[config.mk]
export PLATFORM = sky130hd
export DESIGN_NAME = smoothed_deadband_range_mapper_unit_flat
export DESIGN_NICKNAME = d
export VERILOG_FILES = /design/src/sdrm_pkg.sv /design/src/sdrm_ifs.sv /design/src/sdrm_div.sv /design/src/sdrm_ctrl.sv /design/src/sdrm_dp.sv /design/src/smoothed_deadband_range_mapper_unit.sv /design/src/flat_wrapper.sv
export SDC_FILE = /design/constraint.sdc
export NUM_CORES = 2
export LEC_CHECK = 0
export ABC_AREA = 1
export BUFFER_PORTS_ARGS = -buffer_cell sky130_fd_sc_hd__buf_2
export CORE_ASPECT_RATIO = 1.4
export CORE_MARGIN = 2
export CORE_UTILIZATION = 53
export DETAILED_ROUTE_END_ITERATION = 12
export PLACE_DENSITY = 0.66
export REMOVE_ABC_BUFFERS = 1
export SLEW_MARGIN = 20
export SYNTH_ARGS = -nofsm -noshare
export SYNTH_HDL_FRONTEND = slang
export SYNTH_SLANG_ARGS = --single-unit
[constraint.sdc]
create_clock -name clk -period 9.5 [get_ports clk]
set_input_delay 1.9 -clock clk [delete_from_list [all_inputs] [get_ports clk]]
set_output_delay 1.9 -clock clk [all_outputs]
set_load 0.01 [all_outputs]
[src/sdrm_pkg.sv]
// Shared constants, codes and types for the smoothed deadband range mapper.
// Used by the channel interfaces, the divider, controller, datapath and top level.
package sdrm_pkg;

  localparam int SAMPLE_BITS   = 10;
  localparam int FRAC_BITS     = 16;
  localparam int WEIGHT_FRAC   = 16;
  localparam int WEIGHT_BITS   = WEIGHT_FRAC + 1;
  localparam int DATA_BITS     = 32;
  localparam int INDEX_BITS    = 3;
  localparam int DIFF_BITS     = SAMPLE_BITS + 1;
  localparam int PROD_BITS     = DATA_BITS + DIFF_BITS;
  localparam int SUM_BITS      = PROD_BITS + 2;
  localparam int NUM_BITS      = DATA_BITS + 1;
  localparam int DIVIDEND_BITS = NUM_BITS + 1;
  localparam int DIV_STEPS     = DIVIDEND_BITS;
  localparam int STEP_BITS     = $clog2(DIV_STEPS + 1);

  localparam logic [WEIGHT_BITS-1:0] WEIGHT_ONE = WEIGHT_BITS'(1) << WEIGHT_FRAC;
  localparam logic [PROD_BITS-1:0]   ROUND_HALF = PROD_BITS'(1) << (WEIGHT_FRAC - 1);

  localparam logic signed [DATA_BITS-1:0] I32_MAX_V = {1'b0, {(DATA_BITS-1){1'b1}}};
  localparam logic signed [DATA_BITS-1:0] I32_MIN_V = {1'b1, {(DATA_BITS-1){1'b0}}};

  // Reset values of the high ends and the slope that the divider would give for them.
  localparam longint I32_MAX_L    = 64'sd2147483647;
  localparam longint SAMPLE_MAX_L = (longint'(1) << SAMPLE_BITS) - 1;
  localparam longint TOP_L        = SAMPLE_MAX_L << FRAC_BITS;
  localparam longint OUT_HIGH_L   = (TOP_L > I32_MAX_L) ? I32_MAX_L : TOP_L;
  localparam longint SLOPE_Q_L    = (2 * OUT_HIGH_L + SAMPLE_MAX_L) / (2 * SAMPLE_MAX_L);
  localparam longint SLOPE_L      = (SLOPE_Q_L > I32_MAX_L) ? I32_MAX_L : SLOPE_Q_L;

  localparam logic [SAMPLE_BITS-1:0]      IN_HIGH_RST  = {SAMPLE_BITS{1'b1}};
  localparam logic signed [DATA_BITS-1:0] OUT_HIGH_RST = DATA_BITS'(OUT_HIGH_L);
  localparam logic signed [DATA_BITS-1:0] SLOPE_RST    = DATA_BITS'(SLOPE_L);

  typedef enum logic [INDEX_BITS-1:0] {
    IDX_INPUT_LOW        = 3'd0,
    IDX_INPUT_HIGH       = 3'd1,
    IDX_OUTPUT_LOW       = 3'd2,
    IDX_OUTPUT_HIGH      = 3'd3,
    IDX_CHANGE_THRESHOLD = 3'd4,
    IDX_OUTPUT_OFFSET    = 3'd5,
    IDX_SMOOTHING_WEIGHT = 3'd6,
    IDX_SMOOTHING_ON     = 3'd7
  } cfg_index_t;

  typedef enum logic [2:0] {
    S_IDLE,
    S_MUL_B,
    S_DECIDE,
    S_MAP,
    S_EMIT
  } state_t;

  typedef struct packed {
    logic load;
    logic mul_b;
    logic decide;
    logic map;
    logic emit;
  } dp_cmd_t;

  typedef struct packed {
    logic div_busy;
    logic outside;
    logic out_free;
  } dp_status_t;

endpackage

[src/sdrm_ifs.sv]
// Valid/ready channel interfaces for sample words and result words.
// Depends on sdrm_pkg for the field widths.
interface sdrm_sample_if;
  logic                              valid;
  logic                              ready;
  logic [sdrm_pkg::SAMPLE_BITS-1:0]  sample;

  modport source (output valid, output sample, input ready);
  modport sink   (input valid, input sample, output ready);
endinterface

interface sdrm_result_if;
  logic                                    valid;
  logic                                    ready;
  logic [sdrm_pkg::SAMPLE_BITS-1:0]        accepted_value;
  logic signed [sdrm_pkg::DATA_BITS-1:0]   mapped_value;

  modport source (output valid, output accepted_value, output mapped_value, input ready);
  modport sink   (input valid, input accepted_value, input mapped_value, output ready);
endinterface

[src/sdrm_div.sv]
// Bit-serial slope divider: round((out_high - out_low) / (in_high - in_low)).
// Depends on sdrm_pkg; instantiated by sdrm_dp.
module sdrm_div (
  input  logic                                  clk,
  input  logic                                  rst,
  input  logic                                  start,
  input  logic signed [sdrm_pkg::NUM_BITS-1:0]  num,
  input  logic signed [sdrm_pkg::DIFF_BITS-1:0] den,
  output logic                                  busy,
  output logic signed [sdrm_pkg::DATA_BITS-1:0] slope
);

  logic [sdrm_pkg::NUM_BITS-1:0]      abs_num;
  logic [sdrm_pkg::DIFF_BITS-1:0]     abs_den_w;
  logic [sdrm_pkg::SAMPLE_BITS-1:0]   abs_den;
  logic [sdrm_pkg::DIVIDEND_BITS-1:0] quo;
  logic [sdrm_pkg::DIFF_BITS-1:0]     d2;
  logic [sdrm_pkg::DIFF_BITS-1:0]     rem;
  logic [sdrm_pkg::DIFF_BITS:0]       shifted;
  logic [sdrm_pkg::DIFF_BITS:0]       diff;
  logic                               fits;
  logic                               neg;
  logic                               running;
  logic [sdrm_pkg::STEP_BITS-1:0]     count;
  logic                               big;
  logic signed [sdrm_pkg::DATA_BITS-1:0] slope_next;

  always_comb begin
    abs_num   = num[sdrm_pkg::NUM_BITS-1] ? sdrm_pkg::NUM_BITS'(-num) : num;
    abs_den_w = den[sdrm_pkg::DIFF_BITS-1] ? sdrm_pkg::DIFF_BITS'(-den) : den;
    abs_den   = abs_den_w[sdrm_pkg::SAMPLE_BITS-1:0];
    shifted   = {rem, quo[sdrm_pkg::DIVIDEND_BITS-1]};
    diff      = shifted - {1'b0, d2};
    fits      = shifted >= {1'b0, d2};
    // Quotient is clamped to 2^31 before the sign is applied, then saturated.
    big       = |quo[sdrm_pkg::DIVIDEND_BITS-1:sdrm_pkg::DATA_BITS-1];
    if (neg) begin
      slope_next = big ? sdrm_pkg::I32_MIN_V : -$signed(quo[sdrm_pkg::DATA_BITS-1:0]);
    end else begin
      slope_next = big ? sdrm_pkg::I32_MAX_V : $signed(quo[sdrm_pkg::DATA_BITS-1:0]);
    end
  end

  always_ff @(posedge clk) begin
    if (rst) begin
      running <= 1'b0;
      count   <= '0;
      slope   <= sdrm_pkg::SLOPE_RST;
    end else if (start) begin
      neg <= num[sdrm_pkg::NUM_BITS-1] ^ den[sdrm_pkg::DIFF_BITS-1];
      rem <= '0;
      quo <= {abs_num, 1'b0} + sdrm_pkg::DIVIDEND_BITS'(abs_den);
      d2  <= {abs_den, 1'b0};
      if (den == '0) begin
        slope   <= '0;
        running <= 1'b0;
      end else begin
        running <= 1'b1;
        count   <= sdrm_pkg::STEP_BITS'(sdrm_pkg::DIV_STEPS);
      end
    end else if (running) begin
      if (count != '0) begin
        rem   <= fits ? diff[sdrm_pkg::DIFF_BITS-1:0] : shifted[sdrm_pkg::DIFF_BITS-1:0];
        quo   <= {quo[sdrm_pkg::DIVIDEND_BITS-2:0], fits};
        count <= count - 1'b1;
      end else begin
        slope   <= slope_next;
        running <= 1'b0;
      end
    end
  end

  assign busy = running;

endmodule

[src/sdrm_ctrl.sv]
// Sequencing state machine: steps each sample word through the shared multiplier.
// Depends on sdrm_pkg for the state, command and status types.
module sdrm_ctrl (
  input  logic                  clk,
  input  logic                  rst,
  input  logic                  sample_valid,
  output logic                  sample_ready,
  input  sdrm_pkg::dp_status_t  status,
  output sdrm_pkg::dp_cmd_t     cmd
);

  sdrm_pkg::state_t state;
  sdrm_pkg::state_t state_next;

  always_ff @(posedge clk) begin
    if (rst) begin
      state <= sdrm_pkg::S_IDLE;
    end else begin
      state <= state_next;
    end
  end

  always_comb begin
    state_next   = state;
    cmd          = '0;
    sample_ready = 1'b0;
    unique case (state)
      sdrm_pkg::S_IDLE: begin
        sample_ready = !status.div_busy;
        if (sample_valid && !status.div_busy) begin
          cmd.load   = 1'b1;
          state_next = sdrm_pkg::S_MUL_B;
        end
      end
      sdrm_pkg::S_MUL_B: begin
        cmd.mul_b  = 1'b1;
        state_next = sdrm_pkg::S_DECIDE;
      end
      sdrm_pkg::S_DECIDE: begin
        cmd.decide = 1'b1;
        state_next = status.outside ? sdrm_pkg::S_MAP : sdrm_pkg::S_IDLE;
      end
      sdrm_pkg::S_MAP: begin
        cmd.map    = 1'b1;
        state_next = sdrm_pkg::S_EMIT;
      end
      sdrm_pkg::S_EMIT: begin
        if (status.out_free) begin
          cmd.emit   = 1'b1;
          state_next = sdrm_pkg::S_IDLE;
        end
      end
      default: begin
        state_next = sdrm_pkg::S_IDLE;
      end
    endcase
  end

endmodule

[src/sdrm_dp.sv]
// Datapath: configuration registers, shared multiplier, deadband test, output register.
// Depends on sdrm_pkg and instantiates the slope divider sdrm_div.
module sdrm_dp (
  input  logic                                   clk,
  input  logic                                   rst,
  input  logic                                   wr_en,
  input  logic [sdrm_pkg::INDEX_BITS-1:0]        wr_index,
  input  logic [sdrm_pkg::DATA_BITS-1:0]         wr_data,
  input  logic [sdrm_pkg::SAMPLE_BITS-1:0]       sample,
  input  sdrm_pkg::dp_cmd_t                      cmd,
  output sdrm_pkg::dp_status_t                   status,
  input  logic                                   out_ready,
  output logic                                   out_valid,
  output logic [sdrm_pkg::SAMPLE_BITS-1:0]       accepted_value,
  output logic signed [sdrm_pkg::DATA_BITS-1:0]  mapped_value
);

  logic [sdrm_pkg::SAMPLE_BITS-1:0]      in_low;
  logic [sdrm_pkg::SAMPLE_BITS-1:0]      in_high;
  logic signed [sdrm_pkg::DATA_BITS-1:0] out_low;
  logic signed [sdrm_pkg::DATA_BITS-1:0] out_high;
  logic [sdrm_pkg::SAMPLE_BITS-1:0]      threshold;
  logic signed [sdrm_pkg::DATA_BITS-1:0] offset;
  logic [sdrm_pkg::WEIGHT_BITS-1:0]      weight;
  logic                                  smooth_on;
  logic                                  div_start;

  logic [sdrm_pkg::SAMPLE_BITS-1:0]      x;
  logic [sdrm_pkg::SAMPLE_BITS-1:0]      held;
  logic [sdrm_pkg::SAMPLE_BITS-1:0]      avg_a;
  logic [sdrm_pkg::SAMPLE_BITS-1:0]      v;
  logic signed [sdrm_pkg::PROD_BITS-1:0] prod;

  logic signed [sdrm_pkg::NUM_BITS-1:0]  num;
  logic signed [sdrm_pkg::DIFF_BITS-1:0] den;
  logic                                  div_busy;
  logic signed [sdrm_pkg::DATA_BITS-1:0] slope;

  logic [sdrm_pkg::WEIGHT_BITS-1:0]      w;
  logic [sdrm_pkg::WEIGHT_BITS-1:0]      w_inv;
  logic signed [sdrm_pkg::DATA_BITS-1:0] ma;
  logic signed [sdrm_pkg::DIFF_BITS-1:0] mb;
  logic signed [sdrm_pkg::PROD_BITS-1:0] prod_next;
  logic [sdrm_pkg::PROD_BITS-1:0]        rounded;
  logic [sdrm_pkg::SAMPLE_BITS-1:0]      smoothed;
  logic [sdrm_pkg::SAMPLE_BITS-1:0]      v_cand;
  logic [sdrm_pkg::DIFF_BITS-1:0]        upper;
  logic [sdrm_pkg::DIFF_BITS-1:0]        cand_up;
  logic signed [sdrm_pkg::SUM_BITS-1:0]  sum;
  logic [sdrm_pkg::SUM_BITS-sdrm_pkg::DATA_BITS:0] sum_top;
  logic signed [sdrm_pkg::DATA_BITS-1:0] mapped_next;

  // Configuration registers; a write to a range register restarts the divider.
  always_ff @(posedge clk) begin
    if (rst) begin
      in_low    <= '0;
      in_high   <= sdrm_pkg::IN_HIGH_RST;
      out_low   <= '0;
      out_high  <= sdrm_pkg::OUT_HIGH_RST;
      threshold <= '0;
      offset    <= '0;
      weight    <= sdrm_pkg::WEIGHT_ONE;
      smooth_on <= 1'b1;
      div_start <= 1'b0;
    end else begin
      div_start <= 1'b0;
      if (wr_en) begin
        unique case (sdrm_pkg::cfg_index_t'(wr_index))
          sdrm_pkg::IDX_INPUT_LOW: begin
            in_low    <= wr_data[sdrm_pkg::SAMPLE_BITS-1:0];
            div_start <= 1'b1;
          end
          sdrm_pkg::IDX_INPUT_HIGH: begin
            in_high   <= wr_data[sdrm_pkg::SAMPLE_BITS-1:0];
            div_start <= 1'b1;
          end
          sdrm_pkg::IDX_OUTPUT_LOW: begin
            out_low   <= $signed(wr_data);
            div_start <= 1'b1;
          end
          sdrm_pkg::IDX_OUTPUT_HIGH: begin
            out_high  <= $signed(wr_data);
            div_start <= 1'b1;
          end
          sdrm_pkg::IDX_CHANGE_THRESHOLD: threshold <= wr_data[sdrm_pkg::SAMPLE_BITS-1:0];
          sdrm_pkg::IDX_OUTPUT_OFFSET:    offset    <= $signed(wr_data);
          sdrm_pkg::IDX_SMOOTHING_WEIGHT: weight    <= wr_data[sdrm_pkg::WEIGHT_BITS-1:0];
          sdrm_pkg::IDX_SMOOTHING_ON:     smooth_on <= wr_data[0];
          default: begin
          end
        endcase
      end
    end
  end

  always_comb begin
    num = {out_high[sdrm_pkg::DATA_BITS-1], out_high} - {out_low[sdrm_pkg::DATA_BITS-1], out_low};
    den = {1'b0, in_high} - {1'b0, in_low};
  end

  sdrm_div u_div (
    .clk   (clk),
    .rst   (rst),
    .start (div_start),
    .num   (num),
    .den   (den),
    .busy  (div_busy),
    .slope (slope)
  );

  // One multiplier serves the two averaging products and the map product.
  always_comb begin
    w     = (weight > sdrm_pkg::WEIGHT_ONE) ? sdrm_pkg::WEIGHT_ONE : weight;
    w_inv = sdrm_pkg::WEIGHT_ONE - w;
    ma    = '0;
    mb    = '0;
    if (cmd.load) begin
      ma = $signed({{(sdrm_pkg::DATA_BITS-sdrm_pkg::WEIGHT_BITS){1'b0}}, w});
      mb = $signed({1'b0, sample});
    end else if (cmd.mul_b) begin
      ma = $signed({{(sdrm_pkg::DATA_BITS-sdrm_pkg::WEIGHT_BITS){1'b0}}, w_inv});
      mb = $signed({1'b0, held});
    end else if (cmd.map) begin
      ma = slope;
      mb = $signed({1'b0, v} - {1'b0, in_low});
    end
    prod_next = ma * mb;
  end

  // Averaging and deadband test on the products held in prod and avg_a.
  always_comb begin
    rounded  = prod + sdrm_pkg::ROUND_HALF;
    smoothed = avg_a + prod[sdrm_pkg::WEIGHT_FRAC +: sdrm_pkg::SAMPLE_BITS];
    v_cand   = smooth_on ? smoothed : x;
    upper    = {1'b0, held} + {1'b0, threshold};
    cand_up  = {1'b0, v_cand} + {1'b0, threshold};
    status.outside  = ({1'b0, v_cand} > upper) || (cand_up < {1'b0, held});
    status.div_busy = div_start || div_busy;
    status.out_free = !out_valid || out_ready;
  end

  // Exact sum of the three terms, saturated to the signed output width.
  always_comb begin
    sum = $signed({{(sdrm_pkg::SUM_BITS-sdrm_pkg::DATA_BITS){out_low[sdrm_pkg::DATA_BITS-1]}},
                   out_low})
        + $signed({{(sdrm_pkg::SUM_BITS-sdrm_pkg::PROD_BITS){prod[sdrm_pkg::PROD_BITS-1]}}, prod})
        + $signed({{(sdrm_pkg::SUM_BITS-sdrm_pkg::DATA_BITS){offset[sdrm_pkg::DATA_BITS-1]}},
                   offset});
    sum_top = sum[sdrm_pkg::SUM_BITS-1:sdrm_pkg::DATA_BITS-1];
    if ((&sum_top) || !(|sum_top)) begin
      mapped_next = sum[sdrm_pkg::DATA_BITS-1:0];
    end else if (sum[sdrm_pkg::SUM_BITS-1]) begin
      mapped_next = sdrm_pkg::I32_MIN_V;
    end else begin
      mapped_next = sdrm_pkg::I32_MAX_V;
    end
  end

  always_ff @(posedge clk) begin
    if (cmd.load) begin
      x <= sample;
    end
    if (cmd.load || cmd.mul_b || cmd.map) begin
      prod <= prod_next;
    end
    if (cmd.mul_b) begin
      avg_a <= rounded[sdrm_pkg::WEIGHT_FRAC +: sdrm_pkg::SAMPLE_BITS];
    end
    if (cmd.decide && status.outside) begin
      v <= v_cand;
    end
    if (cmd.emit) begin
      accepted_value <= v;
      mapped_value   <= mapped_next;
    end
  end

  always_ff @(posedge clk) begin
    if (rst) begin
      held      <= '0;
      out_valid <= 1'b0;
    end else begin
      if (cmd.decide && status.outside) begin
        held <= v_cand;
      end
      if (cmd.emit) begin
        out_valid <= 1'b1;
      end else if (out_ready) begin
        out_valid <= 1'b0;
      end
    end
  end

endmodule

[src/smoothed_deadband_range_mapper_unit.sv]
// Top level of the smoothed deadband range mapper: controller plus datapath.
// Depends on sdrm_pkg, the channel interfaces in sdrm_ifs, sdrm_ctrl and sdrm_dp.

// Each sample word is optionally smoothed against the held value as
// round(w*x) + trunc((1-w)*held), then compared against the held value with a
// deadband of plus or minus change_threshold. A value outside the band becomes
// the new held value and leaves as a result word together with its Q16.16 map
// output_low + (v - input_low) * slope + output_offset, saturated to 32 bits; a
// value inside the band produces no result word. All products go through one
// shared 32 by 11 bit multiplier, so words are taken one at a time: a word inside
// the deadband passes through S_MUL_B and S_DECIDE before the next word can be
// taken, and a word that produces a result goes on through S_MAP and S_EMIT. The
// result sits in an output register, so a new sample word is accepted while the
// previous result waits on the consumer; only when a second result is ready before
// the first was taken does the block hold. Writing input_low, input_high,
// output_low or output_high restarts a bit-serial slope divider, one quotient bit
// per cycle, and sample words are not accepted until it is done after the last
// such write. Equal input ends give a slope of zero. Configuration must be written
// only while no word is in flight; the block itself does not enforce this.
module smoothed_deadband_range_mapper_unit (
  input  logic                              clk,
  input  logic                              rst,
  sdrm_sample_if.sink                       samples,
  sdrm_result_if.source                     results,
  input  logic                              wr_en,
  input  logic [sdrm_pkg::INDEX_BITS-1:0]   wr_index,
  input  logic [sdrm_pkg::DATA_BITS-1:0]    wr_data
);

  sdrm_pkg::dp_cmd_t    cmd;
  sdrm_pkg::dp_status_t status;

  // The controller only sequences; every data register lives in the datapath.
  sdrm_ctrl u_ctrl (
    .clk          (clk),
    .rst          (rst),
    .sample_valid (samples.valid),
    .sample_ready (samples.ready),
    .status       (status),
    .cmd          (cmd)
  );

  sdrm_dp u_dp (
    .clk            (clk),
    .rst            (rst),
    .wr_en          (wr_en),
    .wr_index       (wr_index),
    .wr_data        (wr_data),
    .sample         (samples.sample),
    .cmd            (cmd),
    .status         (status),
    .out_ready      (results.ready),
    .out_valid      (results.valid),
    .accepted_value (results.accepted_value),
    .mapped_value   (results.mapped_value)
  );

`ifndef NO_ASSERTIONS
  // An accepted sample word must be followed by the second averaging product.
  a_accept_starts_work: assert property (@(posedge clk) disable iff (rst)
    (samples.valid && samples.ready) |=> cmd.mul_b)
    else $error("accepted word did not advance to the second product");

  // A new result must never overwrite one that the consumer has not taken.
  a_no_overwrite: assert property (@(posedge clk) disable iff (rst)
    cmd.emit |-> (!results.valid || results.ready))
    else $error("result register overwritten while still pending");

  // A range write restarts the divider, so no sample word may enter next cycle.
  a_range_write_blocks: assert property (@(posedge clk) disable iff (rst)
    (wr_en && (wr_index == sdrm_pkg::IDX_INPUT_LOW || wr_index == sdrm_pkg::IDX_INPUT_HIGH ||
               wr_index == sdrm_pkg::IDX_OUTPUT_LOW || wr_index == sdrm_pkg::IDX_OUTPUT_HIGH))
    |=> !samples.ready)
    else $error("sample accepted while slope was being recomputed");
`endif

endmodule

[src/flat_wrapper.sv]
// flat-port wrapper written by rule: the top's interface ports become plain ports
module smoothed_deadband_range_mapper_unit_flat 
  (clk, rst, wr_en, wr_index, wr_data, samples_valid, samples_sample, samples_ready, results_valid, results_accepted_value, results_mapped_value, results_ready);
  sdrm_sample_if samples_i ();
  sdrm_result_if results_i ();
  input  logic clk;
  input  logic rst;
  input  logic wr_en;
  input  logic [sdrm_pkg::INDEX_BITS-1:0] wr_index;
  input  logic [sdrm_pkg::DATA_BITS-1:0] wr_data;
  input wire logic [$bits(samples_i.valid)-1:0] samples_valid;
  input wire logic [$bits(samples_i.sample)-1:0] samples_sample;
  output wire logic [$bits(samples_i.ready)-1:0] samples_ready;
  output wire logic [$bits(results_i.valid)-1:0] results_valid;
  output wire logic [$bits(results_i.accepted_value)-1:0] results_accepted_value;
  output wire logic [$bits(results_i.mapped_value)-1:0] results_mapped_value;
  input wire logic [$bits(results_i.ready)-1:0] results_ready;
  assign samples_i.valid = samples_valid;
  assign samples_i.sample = samples_sample;
  assign samples_ready = samples_i.ready;
  assign results_valid = results_i.valid;
  assign results_accepted_value = results_i.accepted_value;
  assign results_mapped_value = results_i.mapped_value;
  assign results_i.ready = results_ready;
  smoothed_deadband_range_mapper_unit u_core (.clk(clk), .rst(rst), .samples(samples_i), .results(results_i), .wr_en(wr_en), .wr_index(wr_index), .wr_data(wr_data));
endmodule
==> results.cfg <==
[power]
power_density_nw_per_um2 = 231
ir_worst_vdd_v = 0.000137
leakagePower_nw = 18.9

[global_routing]
grt-ovfl-total = 0
antenna_found_initial = 0
grt_pass1_wl_um = 182000
grtUsageTotal_pct = 31.9
grt_max_degree = 111
grt_pass1_vias = 32800

[clocking]
numCtsBuffers = 41
cts_buffer_depth = 3
clock_latency_ns = 0.61
postCtsSetupBuffers = 0
cts_root_buf = clkbuf_16
cts_tree = done
cts.sink_count = 369
path_clk_slew_ns = 0.06
cts_resized = 0
holdBufCountCts = 0
h-tree-depth = 2

[yosys]
syn_area_um2 = 37900
netlist_instances = 5043
synth-seq-cells = 369
synth_top_cell_area_share_pct = 18.9
synth_area_leaders = fa_1, edfxtp_1, dfxtp_1
synth_edf_count = 171
syn_avg_cell_area_um2 = 7.52
ys_types = 54
yosysWarnings = 0
ys_seq_area_share_pct = 24.0
async_reset_ff_share_pct = 0
synthFlopType = dfxtp_1
synth_top_cell_by_area = fa_1

[finish]
drive_gt1_share_pct = 6.82
nNetsFinal = 5765
area_growth_syn_to_layout_pct = 7.65
finalNonFillerCells = 6076
fin_area_um2 = 40800
diodes = 0

[place]
placed_area_um2 = 39400
hpwl_um = 95900
place.gp.congestion = 0.995
placedCellCount = 6001
port_buffers = 93

[critical_path]
cp_top_family = adder cells
cp-endpoint = u_core.u_dp.prod[41]
crit_top_cell = nand2_1
r2r_end = u_core.u_dp.prod[41]
reg2reg_setup_slack_ns = 0.54
required_ns = 9.85
critPathKind = flop to flop
ff2ff_path_depth = 40
cp.depth = 40
critical_path.slowest_cell = fa_1
crit_buf_inv = 6
startpoint = u_core.u_dp.in_low[0]
cp_max_fo = 26
critPathLaunchType = flop
critPathMaxStageDelay_ns = 0.56
rr_startpoint = u_core.u_dp.in_low[0]
arrival_ns = 9.32
endpoint_kind = flop

[timing]
rsz0062_at_grt = false
setup_tns_ns = 0
final.setup_skew_ns = 0.0416
fin_crit_sh_pct = 94.4
slew_headroom_pct = 33.9
final_hold_viol_count = 0
setup_violations = 0
period_minus_slack_ns = 8.96
fmax_mhz = 112
tightest_slew_ns = 0.990
slew_viol_final = 0

[drt]
vias = 33000
drt-initial-drc-count = 2355
via_per_inst = 5.43
antenna_left = 0
dr.pass1.iters = 6
drc_errors = 0
wire_per_inst_um = 19.2
routed_wl_um = 117000

[die]
die-area_um2 = 73700
rows = 116
coreArea_um2 = 71100
die_h_um = 320
die_x_um = 230
ios = 94
start_util_pct = 53.3

[run]
maxCapViolCount = 0

[hold_path]
hp-class = flop to flop

[outcome]
status = completed
[synth_stat cells, drive strengths merged, types with 5 or more instances]
cell and instances:
fa 358, a211oi 11, o21bai 17, nand3b 15, o221ai 5, nand2 1091, edfxtp 171, a31oi 31
o21a 20, xnor2 69, and3 6, nand4 37, o211ai 11, dfxtp 198, a21o 12, clkbuf 101
ha 257, buf 22, nand3 203, or2 9, xor2 97, o31ai 8, nor4 13, nor2 673
clkinv 5, and2 18, nor3 55, o22ai 6, inv 860, a21oi 308, o21ai 338
[cell families after synthesis]
logic type      count (synthesis)  share of synthesized area [%]
simple gates                 2124                           23.6
buf+inv                       988                           9.97
compound gates                781                           11.2
fa+ha+maj                     615                           27.4
flops                         369                           24.0
xor+xnor                      166                           3.83
[per-layer routing]
metal,share of wire [%],vias to the layer above,track usage [%]
met5,0,-,0
met4,7.4,0,20.3
met3,4.9,307,3.43
met2,48,952,54.1
met1,39,15600,38.8
li1,-,16100,-
[power by group]
part / total, mW / internal (mW) / switching (mW)
Combinational: 5.46 / 1.80 / 3.66
Clock: 1.70 / 0.987 / 0.718
Sequential: 2.25 / 2.05 / 0.199
[stage by stage]
stage                     hold WS, ns  setup WS [ns]  utilization, %  power [mW]
final                           0.458          0.536            57.4        9.42
after global routing            0.474         0.0324            57.4        10.1
after CTS                       0.463          0.666            57.4        9.42
after detailed placement        0.450          0.260            55.4        7.69
after global placement          0.434          0.432            55.4        7.63
after floorplan                 0.423          0.455               -        5.91
[state kept, by name (all words and copies together), names as in the netlist, 11 cells and up]
register / flops
u_core.u_dp.out_low: 32
u_core.u_dp.u_div.rem: 11
u_core.u_dp.out_high: 32
u_core.u_dp.u_div.slope: 32
u_core.u_dp.offset: 32
u_core.u_dp.prod: 43
u_core.u_dp.u_div.quo: 34
u_core.u_dp.mapped_value: 32
u_core.u_dp.weight: 17
[layout by cell type (no fill, tap or decap), types with 45 or more instances in the layout]
cell       instances
a21oi_1          308
buf_2             93
clkbuf_16         45
dfxtp_1          196
edfxtp_1         171
fa_1             358
ha_1             257
inv_1            840
nand2_1         1028
nand2_2           52
nand3_1          194
nor2_1           645
nor3_1            49
o21ai_0          312
xnor2_1           69
xor2_1            97
[worst min path at each step]
stage | from | to | cells past startpoint
after detailed placement | u_core.u_dp.in_high[7] | u_core.u_dp.in_high[7] | 2
final | u_core.u_dp.v[0] | u_core.u_dp.accepted_value[0] | 0
after global routing | u_core.u_dp.v[0] | u_core.u_dp.accepted_value[0] | 0
after global placement | u_core.u_dp.v[0] | u_core.u_dp.accepted_value[0] | 0
after floorplan | u_core.u_dp.u_div.slope[8] | u_core.u_dp.u_div.slope[8] | 2
after CTS | u_core.u_dp.v[0] | u_core.u_dp.accepted_value[0] | 0
[layout make-up]
class | instances | area [µm²]
multi-input combinational | 3686 | 25100
sequential | 369 | 9100
timing repair buffer | 137 | 796
clock buffer | 53 | 1170
inverter | 865 | 3250
fill | 6880 | 30300
tap | 944 | 1180
clock inverter | 22 | 250
Note: power is estimated with default switching activity, not from simulation.
